--- src/hdl/pfc_pkg.sv ---
// ----------------------------------------------------------------------------
// pfc_pkg
// Shared types and codes for the pixel format converter.
// ----------------------------------------------------------------------------
package pfc_pkg;

  localparam int FMT_W      = 4;
  localparam int CFG_IDX_W  = 2;
  localparam int PIXEL_W    = 32;
  localparam int TIDX_W     = 12;
  localparam int TVAL_W     = 4;
  localparam int PAL_DEPTH  = 4096;

  // register indexes
  localparam logic [CFG_IDX_W-1:0] REG_SOURCE_FORMAT = 2'd0;
  localparam logic [CFG_IDX_W-1:0] REG_DEST_FORMAT   = 2'd1;

  // format codes
  localparam logic [FMT_W-1:0] FMT_MONO     = 4'd0;
  localparam logic [FMT_W-1:0] FMT_GRAY4    = 4'd1;
  localparam logic [FMT_W-1:0] FMT_GRAY8    = 4'd2;
  localparam logic [FMT_W-1:0] FMT_RGB332   = 4'd3;
  localparam logic [FMT_W-1:0] FMT_RGB565   = 4'd4;
  localparam logic [FMT_W-1:0] FMT_RGB565BE = 4'd5;
  localparam logic [FMT_W-1:0] FMT_RGB888   = 4'd6;
  localparam logic [FMT_W-1:0] FMT_RGBA8888 = 4'd7;
  localparam logic [FMT_W-1:0] FMT_PALETTE  = 4'd8;
  localparam logic [FMT_W-1:0] FMT_ARGB4444 = 4'd9;
  localparam logic [FMT_W-1:0] FMT_BGRA     = 4'd11;

  localparam logic [FMT_W-1:0] FMT_RESET    = FMT_GRAY8;

  // item kinds
  localparam logic KIND_PIXEL = 1'b0;
  localparam logic KIND_TABLE = 1'b1;

  // conversion result classes
  localparam logic [1:0] CV_NONE = 2'd0;
  localparam logic [1:0] CV_WORD = 2'd1;
  localparam logic [1:0] CV_BIT  = 2'd2;
  localparam logic [1:0] CV_NIB  = 2'd3;

  typedef struct packed {
    logic               kind;
    logic [PIXEL_W-1:0] pixel;
    logic               end_of_run;
    logic [TIDX_W-1:0]  table_index;
    logic [TVAL_W-1:0]  table_value;
  } pix_t;

  typedef struct packed {
    logic [31:0] out_data;
    logic        out_last;
    logic        unsupported;
  } res_t;

  typedef struct packed {
    logic [1:0]  cls;
    logic [31:0] val;
  } conv_t;

endpackage

--- src/hdl/pfc_convert.sv ---
// ----------------------------------------------------------------------------
// pfc_convert
// Combinational conversion of one pixel between the configured formats.
// ----------------------------------------------------------------------------
module pfc_convert (
  input  logic [pfc_pkg::FMT_W-1:0]   source_format,
  input  logic [pfc_pkg::FMT_W-1:0]   dest_format,
  input  logic [pfc_pkg::PIXEL_W-1:0] pixel,
  input  logic [pfc_pkg::TVAL_W-1:0]  pal_data,
  output pfc_pkg::conv_t              conv
);

  function automatic logic [7:0] gray_of(input logic [7:0] r, input logic [7:0] g,
                                         input logic [7:0] b);
    logic [10:0] s;
    s = {2'b00, r, 1'b0} + {3'b000, r} + {1'b0, g, 2'b00} + {3'b000, b};
    return s[10:3];
  endfunction

  logic [7:0]  r8, g8, b8, a8;
  logic [15:0] q16;
  logic [7:0]  q8;
  logic [3:0]  q4;
  logic [4:0]  y5;
  logic [7:0]  y_rgb, y_565;

  assign r8  = pixel[7:0];
  assign g8  = pixel[15:8];
  assign b8  = pixel[23:16];
  assign a8  = pixel[31:24];
  assign q16 = pixel[15:0];
  assign q8  = pixel[7:0];
  assign q4  = pixel[3:0];
  assign y5  = {q4, q4[3]};

  assign y_rgb = gray_of(r8, g8, b8);
  // expand 565 channels to 8 bits before the gray sum
  assign y_565 = gray_of({q16[15:11], q16[15:13]}, {q16[10:5], q16[10:9]},
                         {q16[4:0], q16[4:2]});

  always_comb begin
    conv.cls = pfc_pkg::CV_NONE;
    conv.val = '0;
    case (source_format) inside
      pfc_pkg::FMT_GRAY4: begin
        case (dest_format)
          pfc_pkg::FMT_GRAY4: begin
            conv.cls = pfc_pkg::CV_NIB;
            conv.val = {28'd0, q4};
          end
          pfc_pkg::FMT_GRAY8: begin
            conv.cls = pfc_pkg::CV_WORD;
            conv.val = {24'd0, q4, q4};
          end
          pfc_pkg::FMT_RGB332: begin
            conv.cls = pfc_pkg::CV_WORD;
            conv.val = {24'd0, q4[3:1], q4[3:1], q4[3:2]};
          end
          pfc_pkg::FMT_RGB565: begin
            conv.cls = pfc_pkg::CV_WORD;
            conv.val = {16'd0, y5, y5, 1'b0, y5};
          end
          default: ;
        endcase
      end
      pfc_pkg::FMT_GRAY8: begin
        case (dest_format)
          pfc_pkg::FMT_MONO: begin
            conv.cls = pfc_pkg::CV_BIT;
            conv.val = {31'd0, ~q8[7]};
          end
          pfc_pkg::FMT_GRAY4: begin
            conv.cls = pfc_pkg::CV_NIB;
            conv.val = {28'd0, q8[7:4]};
          end
          pfc_pkg::FMT_GRAY8: begin
            conv.cls = pfc_pkg::CV_WORD;
            conv.val = {24'd0, q8};
          end
          pfc_pkg::FMT_RGB332: begin
            conv.cls = pfc_pkg::CV_WORD;
            conv.val = {24'd0, q8[7:5], q8[7:5], q8[7:6]};
          end
          pfc_pkg::FMT_RGB565: begin
            conv.cls = pfc_pkg::CV_WORD;
            conv.val = {16'd0, q8[7:3], q8[7:2], q8[7:3]};
          end
          default: ;
        endcase
      end
      pfc_pkg::FMT_RGB565: begin
        case (dest_format)
          pfc_pkg::FMT_MONO: begin
            // dark when the top bit of every channel is clear
            conv.cls = pfc_pkg::CV_BIT;
            conv.val = {31'd0, ~(q16[15] | q16[10] | q16[4])};
          end
          pfc_pkg::FMT_GRAY8: begin
            conv.cls = pfc_pkg::CV_WORD;
            conv.val = {24'd0, y_565};
          end
          pfc_pkg::FMT_RGB565: begin
            conv.cls = pfc_pkg::CV_WORD;
            conv.val = {16'd0, q16};
          end
          default: ;
        endcase
      end
      pfc_pkg::FMT_RGB888, pfc_pkg::FMT_RGBA8888: begin
        case (dest_format)
          pfc_pkg::FMT_MONO: begin
            conv.cls = pfc_pkg::CV_BIT;
            conv.val = {31'd0, ~y_rgb[7]};
          end
          pfc_pkg::FMT_GRAY4: begin
            conv.cls = pfc_pkg::CV_NIB;
            conv.val = {28'd0, y_rgb[7:4]};
          end
          pfc_pkg::FMT_GRAY8: begin
            conv.cls = pfc_pkg::CV_WORD;
            conv.val = {24'd0, y_rgb};
          end
          pfc_pkg::FMT_RGB332: begin
            conv.cls = pfc_pkg::CV_WORD;
            conv.val = {24'd0, r8[7:5], g8[7:5], b8[7:6]};
          end
          pfc_pkg::FMT_RGB565: begin
            conv.cls = pfc_pkg::CV_WORD;
            conv.val = {16'd0, r8[7:3], g8[7:2], b8[7:3]};
          end
          pfc_pkg::FMT_PALETTE: begin
            conv.cls = pfc_pkg::CV_NIB;
            conv.val = {28'd0, pal_data};
          end
          pfc_pkg::FMT_ARGB4444: begin
            if (source_format == pfc_pkg::FMT_RGBA8888) begin
              conv.cls = pfc_pkg::CV_WORD;
              conv.val = {16'd0, a8[7:4], r8[7:4], g8[7:4], b8[7:4]};
            end
          end
          pfc_pkg::FMT_BGRA: begin
            if (source_format == pfc_pkg::FMT_RGBA8888) begin
              conv.cls = pfc_pkg::CV_WORD;
              conv.val = {a8, r8, g8, b8};
            end
          end
          default: ;
        endcase
      end
      default: ;
    endcase
  end

endmodule

--- config.mk ---
export PLATFORM = sky130hd
export DESIGN_NAME = pfc_convert
export DESIGN_NICKNAME = d
export VERILOG_FILES = /design/src/hdl/pfc_pkg.sv /design/src/hdl/pfc_convert.sv
export SDC_FILE = /design/constraint.sdc
export NUM_CORES = 1
export LEC_CHECK = 0
export ABC_AREA = 1
export ABC_CLOCK_PERIOD_IN_PS = 6100
export BUFFER_PORTS_ARGS = -buffer_cell sky130_fd_sc_hd__buf_2
export CAP_MARGIN = 20
export CORE_MARGIN = 5
export CORE_UTILIZATION = 61
export DETAILED_ROUTE_END_ITERATION = 8
export PLACE_DENSITY = 0.9
export RECOVER_POWER = 100
export SYNTH_ARGS = -nofsm -noshare
export SYNTH_HDL_FRONTEND = slang
export SYNTH_SLANG_ARGS = --single-unit
--- constraint.sdc ---
create_clock -name vclk -period 6.1
set_clock_uncertainty 0.2 [all_clocks]
set_input_delay 1.22 -clock vclk [all_inputs]
set_output_delay 1.22 -clock vclk [all_outputs]
set_load 0.01 [all_outputs]
==> Word-level counts from Yosys, hierarchy flattened <==
Index checks and enable logic that the tools add are counted.
Widths: inputs -> output; s select.
{ "word_totals": {"in_bits": 44, "reg_bits": 0} }
{ "classes": {"bitwise": 5, "eq_ne": 12, "n_addsub": 6, "mux": 10, "n_reduce_logical": 2} }
{ "op_table": {"columns": ["cell", "count"], "rows": [
  ["$pmux 34 s8", 1],
  ["$pmux 34 s5", 1],
  ["$mux 34", 4],
  ["$pmux 34 s4", 1],
  ["$pmux 34 s3", 1],
  ["$mux 33", 2],
  ["$add 10x10->11", 2],
  ["$add 11x8->11", 2],
  ["$add 9x8->10", 2],
  ["$eq 4x3->1 const B", 4],
  ["$eq 4x2->1 const B", 3],
  ["$eq 4x4->1 const B", 3],
  ["$eq 4x1->1 const B", 2],
  ["$logic_not 4->1", 1],
  ["$not 1->1", 3],
  ["$or 1x1->1", 2],
  ["$reduce_or 2->1", 1]
]} }

==> Longest topological paths before layout <==
{ "depth": {"word_depth": 9, "ltp_mapped": 18, "mapped_depth_nobuf": 18} }

==> Least setup slack after synthesis <==
No wires, ideal clock.
{ "synth_path": {"kind": "input port to output port", "start": "input pixel[1] (netlist bit)", "end": "output conv[7] (netlist bit)", "cell_stages": 18, "slack_ns": 0.998, "t_arrival_ns": 3.682, "t_required_ns": 4.680, "path_buffers": 0, "cell_sequence": "inv_1 -> fa_1 -> inv_1 -> fa_1 -> nand2_1 -> nor2_1 -> inv_1 -> fa_1 -> inv_1 -> nand3_1 -> nand2_1 -> nand2_1 -> nand2_1 -> nand2_1 -> nand3_1 -> nand2_1 -> nand2_1 -> nand3b_1"} }
{ "synth_lines": {"columns": ["element", "line", "source"], "rows": [
  ["start, declared", "pfc_convert.sv:8", "input logic [pfc_pkg::PIXEL_W-1:0] pixel,"],
  ["end, declared", "pfc_convert.sv:10", "output pfc_pkg::conv_t conv"]
]} }

==> results.sh <==
export IMPL_synth_cell_type_count=33
export IMPL_drt_iter0_drc=342
export IMPL_synthCells=533
export IMPL_diodes=0
export IMPL_worstHoldStart="pixel[26]"
export IMPL_ys_top_cells_by_area="fa_1 (19%), nand2_1 (18%), inv_1 (12%), nor2_1 (9.0%), nand3_1 (8.7%)"
export IMPL_dieHeight_um=80
export IMPL_tightest_slew_ns=0.744
export IMPL_viasPerCell=5.94
export IMPL_post_cts_resized=0
export IMPL_finalSetupViolCount=0
export IMPL_post_route_drc_count=0
export IMPL_grt_pass1_wl_um=18000
export IMPL_post_route_min_period_ns=5.78
export IMPL_yosys_area_top_type_share=0.188
export IMPL_worstPathMaxFanout=5
export IMPL_hold_path_class="input port to output port"
export IMPL_area_growth_syn_to_layout_pct=12.2
export IMPL_detailedRoute_firstPassIterationCount=5
export IMPL_start_kind="input port"
export IMPL_hold_ws_ns=2.53
export IMPL_maxSlewHeadroom=0.503
export IMPL_routed_top_layer="met4"
export IMPL_ant_nets=0
export IMPL_dieWidth_um=80
export IMPL_worstPathArrival_ns=4.36
export IMPL_wl_per_cell_um=17.0
export IMPL_wl_met1_um=4260
export IMPL_ir_drop_uv=142
export IMPL_hold_depth=4
export IMPL_num_clock_buffers=0
export IMPL_cap_violations=0
export IMPL_num_rows=25
export IMPL_hold_viol=0
export IMPL_first_global_vias=3853
export IMPL_grt_setup_unrepaired="false"
export IMPL_outcome="finished clean"
export IMPL_port_buffers=78
export IMPL_end_kind="output port"
export IMPL_ys_seq_area_frac=0
export IMPL_synth_nets=625
export IMPL_route_met3_wl_um=1260
export IMPL_synth_common_cells="nand2_1 (145), inv_1 (96), nor2_1 (72), nand3_1 (52), fa_1 (28)"
export IMPL_fin_tns_setup_ns=0
export IMPL_regArea_um2=0
export IMPL_max_freq_ghz=0.173
export IMPL_core_area_um2=4750
export IMPL_slew_violations=0
export IMPL_overflow=0
export IMPL_antenna_found_initial=0
export IMPL_hpwl_um=9290
export IMPL_leakage_nw=1.90
export IMPL_place_congestion=1.11
export IMPL_setup_slack_ns=0.320
export IMPL_syn_area_um2=2990
export IMPL_synth_warnings=0
export IMPL_pre_cts_ws_ns=0.390
export IMPL_fin_nets=697
export IMPL_yosysTopAreaCell="fa_1"
export IMPL_io_pins=78
export IMPL_finalPower_mw=0.401
export IMPL_dieArea_um2=6400
export IMPL_grt_use_total=0.357
export IMPL_path_class="input port to output port"
export IMPL_ctsHoldBuffers=0
export IMPL_num_vias=3981
export IMPL_grt_max_degree=24
export IMPL_n_sequential_cell=0
export IMPL_drive_gt1_frac=0.114
export IMPL_whs_endpoint="conv[26]"
export IMPL_cts_setup_buffers=0
export IMPL_finalCritPeriodShare=0.948
export IMPL_wl_um=11400
export IMPL_pwr_density_cell_nw_per_um2=120
export IMPL_route_met2_wl_um=5290
export IMPL_avgSynthCellArea_um2=5.61
export IMPL_critical_path_required_ns=4.68
export IMPL_initial_core_util=0.629
export IMPL_synth_most_common_cell="nand2_1"
kinds of logic (layout without fill, tap and decap cells):
| family | after synthesis | after routing | synth area share |
|---|---|---|---|
| AND/OR/NAND/NOR | 308 | 308 | 0.449 |
| buffers and inverters | 111 | 181 | 0.151 |
| AO/OA/AOI/OAI | 66 | 66 | 0.129 |
| adder cells (fa/ha/maj) | 48 | 48 | 0.271 |
cell usage in the layout, fill, tap and decap left out, types with 3 or more instances in the layout:
cell type,synthesis,layout
inv_2,5,4
nand3_1,52,53
nand2_1,145,146
o221ai_1,4,4
nand2_2,5,4
nor3_1,7,7
ha_1,20,20
nor2_1,72,74
inv_1,96,97
a21oi_1,23,23
nor2_2,4,3
o21ai_1,3,3
clkbuf_1,3,28
o21ai_0,18,18
o211ai_1,5,5
nand4_1,10,10
fa_1,28,28
buf_2,1,50
o22ai_1,4,4
nand3b_1,4,4
cell type report:
cell class | count | area, µm²
fill | 479 | 1400
inverter | 101 | 379
multi-input combinational | 422 | 2520
tap | 67 | 83.8
timing repair buffer | 80 | 370
report_power, final:
part / switching, mW / leakage, nW / internal, mW
Clock: 0 / 0 / 0
Combinational: 0.256 / 1.90 / 0.145
Sequential: 0 / 0 / 0
metrics by stage:
stage	instance area, µm²	cells	util
CTS	3410	670	0.716
detailed placement	3410	670	0.716
global placement	3410	670	0.716
global route	3350	670	0.705
floorplan	2990	533	-
finish	3350	670	0.705
worst max-delay path, cell delays in order:
cell      delay, ns
buf_2          0.18
inv_1          0.15
fa_1           0.55
inv_1          0.05
fa_1           0.50
nand2_1        0.05
nor2_1         0.15
inv_1          0.08
fa_1           0.35
inv_1          0.11
nand3_1        0.08
nand2_1        0.12
nand2_1        0.09
nand3_1        0.11
nand3_1        0.15
nand2_1        0.11
nand2_1        0.05
nand3b_1       0.09
clkbuf_1       0.16
layer usage:
metal,global-route usage,up-vias
li1,-,1844
met1,0.429,1797
met2,0.611,280
met3,0.0587,60
met4,0.174,0
met5,0,-
how the worst max path moves through the flow:
stage              from      end  slack (ns)  depth (start not counted)
4_1_cts        pixel[1]  conv[7]        0.38                         20
3_3_place_gp   pixel[1]  conv[7]        0.49                         20
2_1_floorplan  pixel[1]  conv[7]         1.0                         18
3_5_place_dp   pixel[1]  conv[7]        0.39                         20
6_report       pixel[1]  conv[7]        0.32                         19
5_1_grt        pixel[1]  conv[7]        0.09                         19
No activity file was read; power rests on OpenSTA's default activity.
